**src/hdl/tdpt_pkg.sv**
```systemverilog
// Package for the trial division prime test.
// Holds the default number width, the trial sequence constants and the divider status type.
// No dependencies.
package tdpt_pkg;

	localparam int NUMBER_WIDTH_DEF = 32;

	localparam int FIRST_DIVISOR    = 5;
	localparam int DIVISOR_STRIDE   = 6;
	localparam int SUITABLE_MODULUS = 4;
	localparam int STEP_DIVISOR     = 2;
	localparam int FACTOR_THREE     = 3;

	typedef struct packed {
		logic busy;
		logic done;
	} div_stat_t;

endpackage

```
**src/hdl/tdpt_serial_div.sv**
```systemverilog
// Bit-serial restoring divider: one quotient bit per cycle, WIDTH quotient bits per division.
// Depends on tdpt_pkg (status type and default width).
module tdpt_serial_div #(
	parameter int WIDTH = tdpt_pkg::NUMBER_WIDTH_DEF
) (
	input  logic                  clk,
	input  logic                  arst_n,
	input  logic                  start,
	input  logic [WIDTH-1:0]      dividend,
	input  logic [WIDTH-1:0]      divisor,
	output logic [WIDTH-1:0]      quotient,
	output logic [WIDTH-1:0]      remainder,
	output tdpt_pkg::div_stat_t   stat
);

	localparam int CW = $clog2(WIDTH);

	logic [WIDTH-1:0] a_q;
	logic [WIDTH-1:0] d_q;
	logic [WIDTH-1:0] r_q;
	logic [CW-1:0]    cnt_q;
	logic             busy_q;
	logic             done_q;
	logic [WIDTH:0]   trial;
	logic [WIDTH:0]   diff;

	// Shift the next dividend bit into the partial remainder, try the subtract.
	assign trial = {r_q, a_q[WIDTH-1]};
	assign diff  = trial - {1'b0, d_q};

	always_ff @(posedge clk or negedge arst_n) begin
		if (!arst_n) begin
			busy_q <= 1'b0;
			done_q <= 1'b0;
			cnt_q  <= '0;
		end else begin
			done_q <= 1'b0;
			if (start) begin
				busy_q <= 1'b1;
				cnt_q  <= '0;
			end else if (busy_q) begin
				cnt_q <= cnt_q + CW'(1);
				if (cnt_q == CW'(WIDTH - 1)) begin
					busy_q <= 1'b0;
					done_q <= 1'b1;
				end
			end
		end
	end

	always_ff @(posedge clk) begin
		if (start) begin
			a_q <= dividend;
			d_q <= divisor;
			r_q <= '0;
		end else if (busy_q) begin
			a_q <= {a_q[WIDTH-2:0], ~diff[WIDTH]};
			// Restore on a negative difference.
			r_q <= diff[WIDTH] ? trial[WIDTH-1:0] : diff[WIDTH-1:0];
		end
	end

	assign quotient  = a_q;
	assign remainder = r_q;
	assign stat.busy = busy_q;
	assign stat.done = done_q;

endmodule

```
**config.mk**
```make
export PLATFORM = sky130hd
export DESIGN_NAME = tdpt_serial_div
export DESIGN_NICKNAME = d
export VERILOG_FILES = /design/src/hdl/tdpt_pkg.sv /design/src/hdl/tdpt_serial_div.sv
export SDC_FILE = /design/constraint.sdc
export NUM_CORES = 1
export LEC_CHECK = 0
export BUFFER_PORTS_ARGS = -buffer_cell sky130_fd_sc_hd__buf_2
export CORE_UTILIZATION = 55
export CTS_CLUSTER_DIAMETER = 120
export DETAILED_ROUTE_END_ITERATION = 10
export GPL_TIMING_DRIVEN = 0
export PLACE_DENSITY = 0.92
export SYNTH_ARGS = -nofsm -noshare
export SYNTH_HDL_FRONTEND = slang
export SYNTH_SLANG_ARGS = --single-unit
```
**constraint.sdc**
```tcl
create_clock -name clk -period 3.65 [get_ports clk]
set_clock_uncertainty 0.05 [all_clocks]
set_input_delay 0.73 -clock clk [delete_from_list [all_inputs] [get_ports clk]]
set_output_delay 0.73 -clock clk [all_outputs]
set_load 0.01 [all_outputs]
```
==> results.toml <==
[detailed_routing]
ant_nets = 0
drtPass1Iterations = 5
drtIter0Drc = 278
vias = 4987
avgRoutedWirePerCell_um = 17.8
wirelength_mm = 15.2
drc = 0
vias_per_cell = 5.85

[worst_setup_path]
startpoint_type = "flip-flop"
startpoint = "quotient[31]"
cp.arrival_ns = 3.53
path_max_fanout = 10
worstRegToRegCells = 12
timing.rr.end = "remainder[14]"
required_ns = 3.88
rrSetupSlack_ns = 0.35
regToRegStartpoint = "quotient[31]"
cp-end-kind = "flip-flop"
setup.worst_path.class = "flip-flop to flip-flop"

[die]
die_h_um = 107
start_util_pct = 57.4
io_pins = 133
coreArea_um2 = 10500
num_rows = 37
die-width_um = 107
dieArea_um2 = 11300

[synth]
ys.flop_type = "edfxtp_1"
syn_area_um2 = 6010
syn_avg_cell_area_um2 = 10.6
ys_seq_area_share_pct = 45.6
ys_types = 65
syn_nets = 670
syn_inst = 568
synth_edf_count = 64
postSynth.asyncResetShare_pct = 6.80
yosys_warnings = 0
ys_ff_latch = 103

[clock_tree]
numCtsBuffers = 9
cts_tree = "built"
clock_path_buffers = 2
htreeDepth = 3
clock_latency_ns = 0.39
cts_sinks = 103
postCtsSetupBuffers = 0
ctsResizeCount = 0
cts_hold_buf = 0
path_clk_slew_ns = 0.12
cts_root_buf = "clkbuf_8"

[power]
pwr-share-clk_pct = 29.3
switchingPower_uw = 656
internal-power_mw = 1.73
switching_share_pct = 27.5
finalPower_mw = 2.38
pwr-share-seq_pct = 56.6
p_leak_nw = 3.31
p_per_area_nw_per_um2 = 340
ir_drop_mv = 0.261
comb_power_share_pct = 14.1

[layout]
final_cell_mix = "132 x buf_2, 66 x nand2_1, 64 x edfxtp_1"
n_fill_cell = 789
syn_to_final_growth_pct = 16.8
drive_gt1_share_pct = 31.4
design_area_um2 = 7020
nets = 813
final_common_cell = "buf_2"
diodes = 0
final_cells = 852
fin_util_pct = 67.1

[sta]
fmaxAchievable_mhz = 303
finalHoldViolations = 0
final-setup-viol-count = 0
rsz0062_at_grt = "no"
slew_headroom_pct = 11.0
timing.final.crit_period_ns = 3.30
worstMarginPinSlew_ns = 1.33
slew_violations = 0
min_period_over_period_pct = 90.4
tns_ns = 0

[placed_design]
place_area_um2 = 6840
place.gp.congestion = 0.933
port_buffers = 132
dpl.hpwl_mm = 11.1
dp_cells = 836

[global_routing]
antenna_found_initial = 0
grt_pass1_wl_mm = 24.6
grt_usage_pct = 27.8
grt_max_degree = 34
grt-ovfl-total = 0
grt_pass1_vias = 5189

[min_path]
min_path_type = "input pin to async pin"

[job]
maxCapViolCount = 0

[run_status]
status = "completed"
==> worst max path at each step <==
stage / to / slack [ns] / cells past startpoint
after floorplan: remainder[5] / 0.87 / 11
after global placement: remainder[8] / 0.53 / 12
after detailed placement: remainder[14] / 0.40 / 12
after CTS: remainder[14] / 0.37 / 12
after global routing: remainder[14] / 0.24 / 12
final: remainder[14] / 0.35 / 12
==> synth_stat cells, types with 4 or more instances <==
master / n / area (µm²)
clkbuf_8: 4 / 55.1
a311oi_1: 9 / 78.8
a21oi_1: 37 / 185
o211a_1: 4 / 40.0
o21bai_1: 5 / 37.5
mux2_2: 31 / 349
a311oi_2: 11 / 165
xnor2_1: 16 / 140
nand4_1: 5 / 31.3
clkbuf_1: 12 / 45.0
mux2i_1: 5 / 50.1
dfxtp_1: 32 / 641
nand2_1: 66 / 248
nand3_1: 5 / 25.0
xor2_1: 11 / 96.3
inv_1: 44 / 165
o21a_1: 5 / 37.5
dfrtp_1: 7 / 175
and3_1: 10 / 62.6
buf_6: 6 / 67.6
o21ai_0: 13 / 65.1
a211oi_1: 9 / 67.6
edfxtp_1: 64 / 1920
a31oi_1: 8 / 50.1
a21o_1: 14 / 105
buf_4: 4 / 30.0
ha_1: 34 / 425
nor3_1: 4 / 20.0
nor2_1: 45 / 169
==> final cells by class <==
| cell class | instances | area, µm² | share of cell area [%] |
|---|---|---|---|
| clock inverter | 6 | 48.8 | 0.696 |
| sequential | 103 | 2740 | 39.0 |
| clock buffer | 10 | 128 | 1.82 |
| inverter | 44 | 165 | 2.35 |
| buffer | 26 | 198 | 2.82 |
| timing repair buffer | 132 | 661 | 9.42 |
| multi-input combinational | 395 | 2910 | 41.4 |
| tap | 136 | 170 | 2.43 |
==> metrics by stage <==
stage               hold slack [ns]  setup slack, ns
finish                       0.0956            0.350
floorplan                     0.384            0.865
CTS                          0.0926            0.371
detailed placement            0.458            0.403
global placement              0.459            0.532
global route                 0.0987            0.236
==> layer usage <==
metal  GRT usage (%)  share of wire [%]  wire length (µm)  vias to the layer above
li1                -                  -                 -                     2357
met1            33.9                 39              5990                     2364
met2            47.3                 49              7480                      220
met3            5.76                8.2              1240                       46
met4            12.5                3.1               470                        0
met5               0                  0                 0                        -
==> flip-flops by register name, indices dropped and copies added, names as in the netlist <==
register	cells
remainder	32
quotient	32
d_q	32
done_q	1
busy_q	1
cnt_q	5
==> worst max-delay path, cell delays in order, from the launching register on <==
cell and delay, ns:
edfxtp_1 0.46, inv_1 0.09, ha_1 0.19, fa_1 0.22
nor2b_1 0.07, o31a_1 0.27, o31ai_2 0.35, a22oi_4 0.18
o211a_4 0.31, o211ai_4 0.38, buf_6 0.23, nand2_1 0.08
a311oi_1 0.32
==> logic make-up after synthesis <==
logic type | count (synthesis) | share of synthesized area (%)
AND/OR/NAND/NOR | 156 | 11.8
AO/OA/AOI/OAI | 141 | 18.6
flip-flops | 103 | 45.6
buffers and inverters | 70 | 6.04
multiplexers | 36 | 6.64
adder cells (fa/ha/maj) | 35 | 7.41
XOR/XNOR | 27 | 3.94
==> power by group through the flow <==
stage	registers (mW)	logic [mW]	clock network (mW)
4_1_cts	1.35	0.334	0.698
5_1_grt	1.36	0.367	0.742
3_3_place_gp	1.37	0.313	0
3_5_place_dp	1.37	0.330	0
6_report	1.35	0.336	0.698
2_1_floorplan	1.39	0.184	0
Power figures use the tool's default switching activity.
